File: config.mk
export PLATFORM = sky130hd
export DESIGN_NAME = m4inv_ctrl
export DESIGN_NICKNAME = d
export VERILOG_FILES = /design/src/rtl/m4inv_pkg.sv /design/src/rtl/m4inv_ctrl.sv
export SDC_FILE = /design/constraint.sdc
export NUM_CORES = 1
export LEC_CHECK = 0
export BUFFER_PORTS_ARGS = -buffer_cell sky130_fd_sc_hd__buf_4
export CORE_MARGIN = 2
export CORE_UTILIZATION = 55
export CTS_CLUSTER_SIZE = 30
export DETAILED_ROUTE_END_ITERATION = 6
export HOLD_SLACK_MARGIN = 0.1
export PLACE_DENSITY = 0.77
export SYNTH_ARGS = -nofsm -noshare
export SYNTH_HDL_FRONTEND = slang
export SYNTH_SLANG_ARGS = --single-unit
File: constraint.sdc
create_clock -name clk -period 3.4 [get_ports clk]
set_input_delay 1.02 -clock clk [delete_from_list [all_inputs] [get_ports clk]]
set_output_delay 1.02 -clock clk [all_outputs]
set_load 0.02 [all_outputs]
File: src/rtl/m4inv_pkg.sv
// Shared types and constants of the 4x4 matrix inverse block.
`default_nettype none

package m4inv_pkg;

  // Position of the last element of a matrix, in column-major order.
  localparam logic [3:0] LAST_POS = 4'd15;

  // Datapath operation issued by the controller in one cycle.
  typedef enum logic [3:0] {
    OP_NONE,
    OP_LD_A,
    OP_LD_B,
    OP_LD_C3,
    OP_CHAIN,
    OP_COF_CLR,
    OP_COF_ACC,
    OP_DET_CLR,
    OP_DET_LD,
    OP_DET_ACC,
    OP_DEN,
    OP_NUM,
    OP_DIV_INIT,
    OP_DIV_STEP,
    OP_RES,
    OP_RES_SING
  } dp_op_t;

  typedef struct packed {
    dp_op_t     op;
    logic       elem_we;
    logic [3:0] elem_waddr;
    logic [3:0] elem_raddr;
    logic       cof_we;
    logic [3:0] cof_addr;
    logic       mul_en;
    logic [1:0] mul_limb;
    logic       mul_top;
    logic       term_neg;
  } dp_cmd_t;

  typedef struct packed {
    logic det_zero;
  } dp_status_t;

endpackage

`default_nettype wire

File: src/rtl/m4inv_ctrl.sv
// Controller state machine that sequences loading, cofactors, determinant and division.
`default_nettype none

module m4inv_ctrl #(
  parameter int ELEM_WIDTH = 32
) (
  input  logic                   clk,
  input  logic                   rst_n,
  input  logic                   in_valid,
  output logic                   in_ready,
  output logic                   out_valid,
  input  logic                   out_ready,
  input  m4inv_pkg::dp_status_t  status,
  output m4inv_pkg::dp_cmd_t     cmd
);

  import m4inv_pkg::*;

  localparam int DCW = $clog2(ELEM_WIDTH);

  // Sign of each of the six permutation terms of a 3x3 determinant.
  localparam logic [5:0] TERM_NEG = 6'b100110;

  typedef enum logic [4:0] {
    S_LOAD, S_RD0, S_RD1, S_RD2, S_M1, S_M1W, S_CH, S_M2A, S_M2B, S_M2W,
    S_TACC, S_CEND, S_DLD, S_DM, S_DW, S_DACC, S_DEN, S_QRD, S_QNUM,
    S_QINIT, S_QSTEP, S_QRES, S_OUT
  } state_t;

  state_t         state_r, state_nxt;
  logic [3:0]     cof_r, cof_nxt;
  logic [2:0]     term_r, term_nxt;
  logic [1:0]     limb_r, limb_nxt;
  logic [3:0]     load_r, load_nxt;
  logic [DCW-1:0] dcnt_r, dcnt_nxt;

  // k-th index of {0,1,2,3} with x removed.
  function automatic logic [1:0] skip_idx(input logic [1:0] k, input logic [1:0] x);
    return (k < x) ? k : k + 2'd1;
  endfunction

  // Column slot taken by factor f in permutation term t.
  function automatic logic [1:0] perm_col(input logic [2:0] t, input logic [1:0] f);
    logic [5:0] p;
    unique case (t)
      3'd0:    p = {2'd2, 2'd1, 2'd0};
      3'd1:    p = {2'd1, 2'd2, 2'd0};
      3'd2:    p = {2'd2, 2'd0, 2'd1};
      3'd3:    p = {2'd0, 2'd2, 2'd1};
      3'd4:    p = {2'd1, 2'd0, 2'd2};
      3'd5:    p = {2'd0, 2'd1, 2'd2};
      default: p = '0;
    endcase
    return p[{f, 1'b0} +: 2];
  endfunction

  // Store position of factor f of term t of cofactor i.
  function automatic logic [3:0] factor_pos(input logic [3:0] i, input logic [2:0] t,
                                            input logic [1:0] f);
    logic [1:0] row;
    logic [1:0] col;
    row = skip_idx(f, i[3:2]);
    col = skip_idx(perm_col(t, f), i[1:0]);
    return {col, row};
  endfunction

  assign in_ready  = (state_r == S_LOAD);
  assign out_valid = (state_r == S_OUT);

  always_comb begin
    state_nxt = state_r;
    cof_nxt   = cof_r;
    term_nxt  = term_r;
    limb_nxt  = limb_r;
    load_nxt  = load_r;
    dcnt_nxt  = dcnt_r;
    cmd          = '0;
    cmd.op       = OP_NONE;
    cmd.cof_addr = cof_r;
    cmd.elem_waddr = load_r;
    cmd.term_neg = TERM_NEG[term_r] ^ cof_r[0] ^ cof_r[2];

    unique case (state_r)
      S_LOAD: begin
        if (in_valid) begin
          cmd.elem_we = 1'b1;
          load_nxt    = load_r + 4'd1;
          if (load_r == LAST_POS) begin
            cmd.op    = OP_DET_CLR;
            cof_nxt   = '0;
            term_nxt  = '0;
            state_nxt = S_RD0;
          end
        end
      end
      S_RD0: begin
        cmd.elem_raddr = factor_pos(cof_r, term_r, 2'd0);
        cmd.op         = (term_r == 3'd0) ? OP_COF_CLR : OP_NONE;
        state_nxt      = S_RD1;
      end
      S_RD1: begin
        cmd.elem_raddr = factor_pos(cof_r, term_r, 2'd1);
        cmd.op         = OP_LD_A;
        state_nxt      = S_RD2;
      end
      S_RD2: begin
        cmd.elem_raddr = factor_pos(cof_r, term_r, 2'd2);
        cmd.op         = OP_LD_B;
        state_nxt      = S_M1;
      end
      S_M1: begin
        cmd.op      = OP_LD_C3;
        cmd.mul_en  = 1'b1;
        cmd.mul_top = 1'b1;
        state_nxt   = S_M1W;
      end
      S_M1W: state_nxt = S_CH;
      S_CH: begin
        cmd.op    = OP_CHAIN;
        state_nxt = S_M2A;
      end
      S_M2A: begin
        cmd.mul_en = 1'b1;
        state_nxt  = S_M2B;
      end
      S_M2B: begin
        cmd.mul_en   = 1'b1;
        cmd.mul_limb = 2'd1;
        cmd.mul_top  = 1'b1;
        state_nxt    = S_M2W;
      end
      S_M2W: state_nxt = S_TACC;
      S_TACC: begin
        cmd.op = OP_COF_ACC;
        if (term_r == 3'd5) begin
          state_nxt = S_CEND;
        end else begin
          term_nxt  = term_r + 3'd1;
          state_nxt = S_RD0;
        end
      end
      S_CEND: begin
        cmd.cof_we = 1'b1;
        if (cof_r[1:0] == 2'd0) begin
          // Cofactors of the first column feed the determinant.
          cmd.elem_raddr = {2'b00, cof_r[3:2]};
          state_nxt      = S_DLD;
        end else if (cof_r == LAST_POS) begin
          state_nxt = S_DEN;
        end else begin
          cof_nxt   = cof_r + 4'd1;
          term_nxt  = '0;
          state_nxt = S_RD0;
        end
      end
      S_DLD: begin
        cmd.op    = OP_DET_LD;
        limb_nxt  = '0;
        state_nxt = S_DM;
      end
      S_DM: begin
        cmd.mul_en   = 1'b1;
        cmd.mul_limb = limb_r;
        cmd.mul_top  = (limb_r == 2'd3);
        limb_nxt     = limb_r + 2'd1;
        if (limb_r == 2'd3) begin
          state_nxt = S_DW;
        end
      end
      S_DW: state_nxt = S_DACC;
      S_DACC: begin
        cmd.op    = OP_DET_ACC;
        cof_nxt   = cof_r + 4'd1;
        term_nxt  = '0;
        state_nxt = S_RD0;
      end
      S_DEN: begin
        cmd.op    = OP_DEN;
        cof_nxt   = '0;
        state_nxt = S_QRD;
      end
      S_QRD: begin
        if (status.det_zero) begin
          cmd.op    = OP_RES_SING;
          state_nxt = S_OUT;
        end else begin
          state_nxt = S_QNUM;
        end
      end
      S_QNUM: begin
        cmd.op    = OP_NUM;
        state_nxt = S_QINIT;
      end
      S_QINIT: begin
        cmd.op    = OP_DIV_INIT;
        dcnt_nxt  = '0;
        state_nxt = S_QSTEP;
      end
      S_QSTEP: begin
        cmd.op   = OP_DIV_STEP;
        dcnt_nxt = dcnt_r + DCW'(1);
        if (dcnt_r == DCW'(ELEM_WIDTH - 1)) begin
          state_nxt = S_QRES;
        end
      end
      S_QRES: begin
        cmd.op    = OP_RES;
        state_nxt = S_OUT;
      end
      S_OUT: begin
        if (out_ready) begin
          if (cof_r == LAST_POS) begin
            cof_nxt   = '0;
            state_nxt = S_LOAD;
          end else begin
            cof_nxt   = cof_r + 4'd1;
            state_nxt = S_QRD;
          end
        end
      end
      default: state_nxt = S_LOAD;
    endcase
  end

  always_ff @(posedge clk) begin
    if (!rst_n) begin
      state_r <= S_LOAD;
      cof_r   <= '0;
      term_r  <= '0;
      limb_r  <= '0;
      load_r  <= '0;
      dcnt_r  <= '0;
    end else begin
      state_r <= state_nxt;
      cof_r   <= cof_nxt;
      term_r  <= term_nxt;
      limb_r  <= limb_nxt;
      load_r  <= load_nxt;
      dcnt_r  <= dcnt_nxt;
    end
  end

endmodule

`default_nettype wire

# Word level (Yosys, flattened, before mapping)
# Memory sizes are Yosys's and may differ from the RTL's. A register that Yosys moved wholly into a read port is not among the register bits.
# Cells that the tools add are included.
[word_totals]
reg_bits = 23
romBits = 8
inputBits = 5
output_inout_bits = 25
wordCells = 127
n_memories = 1
[op_classes]
addsub = 8
order_cmp = 7
eq_ne = 39
muxes = 51
n_bitwise = 2
n_reduce_logical = 13
[mem_list]
columns = ["name", "words", "word_bits", "read_ports", "rd_clocked_by_memory_dff", "wr", "line_no", "source"]
rows = [
  ["(no name shown)", 8, 1, 1, 1, 0, "m4inv_ctrl.sv:81", "cmd.term_neg = TERM_NEG[term_r] ^ cof_r[0] ^ cof_r[2];"],
]
[ops]
columns = ["operator", "n"]
rows = [
  ["5-bit case mux with 23 select lines", 1],
  ["4-bit case mux with 15 select lines", 1],
  ["5-bit by 4-bit equality test with 1-bit output, second input constant", 8],
  ["5-bit equality test, second input constant", 8],
  ["4-bit 2-to-1 mux", 10],
  ["5-bit 2-to-1 mux", 8],
  ["6-bit case mux with 6 select lines", 1],
  ["3-bit 2-to-1 mux", 10],
  ["5-bit by 3-bit equality test with 1-bit output, second input constant", 4],
  ["4-bit case mux with 5 select lines", 1],
  ["4-bit case mux with 4 select lines", 1],
  ["2-bit 2-to-1 mux", 6],
  ["2-bit inequality test, second input constant", 6],
  ["3-bit case mux with 4 select lines", 1],
  ["6-bit AND reduction", 2],
  ["5-bit by 2-bit equality test with 1-bit output, second input constant", 2],
  ["5-bit case mux with 2 select lines", 1],
  ["2-bit by 1-bit adder with 2-bit output, second input constant", 4],
  ["4-bit by 1-bit adder with 4-bit output, second input constant", 2],
  ["4-bit equality test, second input constant", 2],
  ["2-bit case mux with 2 select lines", 2],
  ["3-bit by 2-bit equality test with 1-bit output, second input constant", 2],
  ["3-bit equality test, second input constant", 2],
  ["2-bit less-than comparator", 3],
  ["23 further kinds", 32],
]

# Longest topological paths before layout
[depth]
ltp_word = 6
ltp_mapped = 11
ltp_nobuf = 11

# Worst setup path before layout
# Ideal clock, no wire load.
[synth_path]
path_kind = "flip-flop to output port"
start = "reg term_r[0]"
end = "out cmd[13] in the netlist's numbering"
arrival_time_ps = 2080
required_time_ps = 2380
path_slack_ps = 300
stages_incl_launch_ff = 12
n_path_buf = 0
cell_sequence = "dfxtp_1 -> inv_1 -> ha_1 -> nor2_1 -> nor2_1 -> inv_1 -> ha_1 -> a21o_1 -> nand2_1 -> a21oi_1 -> mux2i_1 -> o21ai_0"
[synth_lines]
columns = ["item", "line_no", "source"]
rows = [
  ["start: declaration", "m4inv_ctrl.sv:32", "logic [2:0] term_r, term_nxt;"],
  ["start signal: assignment", "m4inv_ctrl.sv:236", "term_r <= term_nxt;"],
  ["end: declaration", "m4inv_ctrl.sv:14", "output m4inv_pkg::dp_cmd_t cmd"],
]

==> metrics.csv <==
metric,value,unit
initial antenna violation count,0,
async set or reset register ratio after synthesis,0,%
chip height,67.3,um
Post-Syn Area per Cell,7.12,um^2
critical path's slowest cell,dfxtp_4,
Worst Hold Depth,1,
clock slew at reported path FFs,0.09,ns
Syn Inst Count,309,
Port-buffer cells,29,
status,completed,
Core ar.,0.00374,mm^2
crit-path cells,ha_1 -> ha_1 -> a21oi_2 -> ha_1 -> a21o_1 -> nand2_1 -> a21oi_2 -> mux2i_1 -> o21ai_0 -> buf_4,
Finished Layout Cells,379,
crit end category,primary output,
layout net count,353,
fraction of layout instances using a drive strength above 1,16.3,%
first-pass GRT wire length,9.08,mm
main area contributors after synthesis,"dfxtp_1 22%, ha_1 8.5%, a21oi_1 6.4%",
most frequent cells after synthesis,"31 x nand2_1, 29 x nor2_1, 28 x a21oi_1, 24 x dfxtp_1, 24 x o21ai_0",
final setup vio count,0,
vias after detailed routing,2214,
max frequency,313,MHz
Slew Limit Headroom,55.3,%
WS Path Type,reg2out,
drt drc,0,
post-synth top area share,21.8,%
largest net degree at the start of global routing,25,
vias per cell,5.84,
Initial Utilization,58.8,%
Total GRT Usage,26.1,%
"count leader, synth",nand2_1,
R2R cell count,8,
Final Cycle Share,94.0,%
Die Wd,67.3,um
Post-Route Skew,0.00605,ns
total chip power,0.484,mW
Core Rows,22,
Final Max Tran Viols,0,
Longest Clk Path Bufs,2,
"most used cell, CP",ha_1,
Unique masters post-synth,47,
Max Cap Viol,0,
Routed Antenna Nets,0,
fillers,353,
vias in the first global route,1975,
insertion delay of the later-clocked pin in the worst-skew pair,0.27,ns
antenna cells,0,
#FFs+latches synth,24,
"Cell Area, Synth",0.00220,mm^2
DP Wirelength,4.10,mm
WL final,5.42,mm
post-DR wirelength/cell,14.3,um
startpoint types,flip-flop,
worst path required time,2.38,ns
RD Place Congestion,0.959,
Synth Flop Type,dfxtp_1,
synth warn,0,
syn_nets,329,
worst-margin pin slew,0.663,ns
placed cells,376,
drt first pass iters,5,
post-synth top area cell,dfxtp_1,
peak supply drop,0.000217,V
CTS Hold Bufs,0,
H-tree levels,1,
Hold Path Class,reg2reg,
setup TNS,0,ns
Worst path max stage delay,0.38,ns
Power Density,193,mW/mm^2
number of synthesized flops with an enable pin,0,
clk sink count,24,
Worst Path Max Fanout,8,
GR Overflow Total,0,
"Min Clock Period, post-route",3.20,ns
Pleak,1.03,nW
CTS root buffer,clkbuf_8,
unrepaired setup endpoints after global routing,no,
Die ar.,0.00452,mm^2
CTS Buf Count,3,
worst endpoint data arrival time,2.18,ns
IO Pins,30,
Final Hold Viols,0,
drt initial violations,228,
TritonCTS clock tree,yes,
Area Growth Syn to Fin,14.1,%
"Seq/Total Area, Yosys",21.8,%
==> kinds of logic after synthesis <==
kind of cell / Yosys count / share of synthesized area [%]
adders and majority gates: 15 / 8.53
buffers and inverters: 27 / 5.80
and+or+nand+nor: 145 / 34.5
AOI/OAI and AO/OA: 84 / 23.5
muxes: 6 / 2.73
xor gates and xnor gates: 8 / 3.18
DFF: 24 / 21.8
==> final cells by class <==
type                            instances  area, um^2  share of cell area, %
Multi-Input combinational cell        258        1610                   64.1
Sequential cell                        24         484                   19.3
Timing Repair Buffer                   38         285                   11.4
Tap cell                               48        60.1                   2.39
Clock buffer                            3        41.3                   1.64
Inverter                                8        30.0                   1.20
==> final timing paths <==
kind	startpoint	slack (ns)	end
worst min register to register	dcnt_r[3]$_SDFFE_PN0P_	0.46	dcnt_r[3]$_SDFFE_PN0P_
worst min-delay path	dcnt_r[3]$_SDFFE_PN0P_	0.46	dcnt_r[3]$_SDFFE_PN0P_
worst max-delay path	term_r[0]$_SDFFE_PN0N_	0.20	cmd[13]
worst max register to register	state_r[2]$_SDFFE_PN0P_	1.07	cof_r[3]$_SDFFE_PN0P_
==> metrics by stage <==
step           setup WS (ns)  area, um^2  hold slack (ns)  utilization [%]
6_report               0.205        2510            0.458             67.1
5_1_grt               0.0188        2510            0.485             67.1
4_1_cts               0.0627        2490            0.464             66.5
3_5_place_dp           0.265        2450            0.452             65.4
3_3_place_gp           0.328        2450            0.431             65.4
2_1_floorplan          0.300        2200            0.415                -
==> metal layers <==
layer | global-route usage (%) | up-vias | routed length, um
li1 | - | 1143 | -
met1 | 37.1 | 973 | 2570
met2 | 41.6 | 93 | 2360
met3 | 4.17 | 5 | 452
met4 | 5.36 | 0 | 43
met5 | 0 | - | 0
==> flip-flops by register name (all words and copies together), names as in the netlist, named ones only <==
signal,flops
limb_r,2
dcnt_r,5
cof_r,4
load_r,4
state_r,5
term_r,3
==> worst max-delay path: cells and delay by family (launching register included) <==
kind | cells | cell delay [ns]
mux | 1 | 0.19
buf+inv | 1 | 0.17
simple gates | 1 | 0.07
fa+ha+maj | 3 | 0.55
flops | 1 | 0.38
compound gates | 4 | 0.55
==> cells in the final DEF, fill, tap and decap left out, types with 4 or more instances in the layout <==
master	count
buf_4	38
nand2_1	31
nor2_1	27
a21oi_1	26
o21ai_0	24
dfxtp_1	23
nand3_1	21
nor2b_1	17
ha_1	13
and2_1	11
and3_1	9
inv_1	8
nor3_1	7
xnor2_1	7
nand2b_1	6
mux2i_1	6
a31oi_1	4
a211oi_1	4
a21boi_0	4
o21a_1	4
==> power by group <==
part           switching [mW]  internal [mW]
Clock                  0.0924         0.0795
Sequential            0.00326          0.283
Combinational          0.0131         0.0131
==> timing repair <==
item                                    in CTS  in global routing
resized for setup                            1                  7
pin swaps                                    0                  1
endpoints found under the setup margin       1                  2
setup buffers                                0                  0
(Power assumes the default switching activity.)
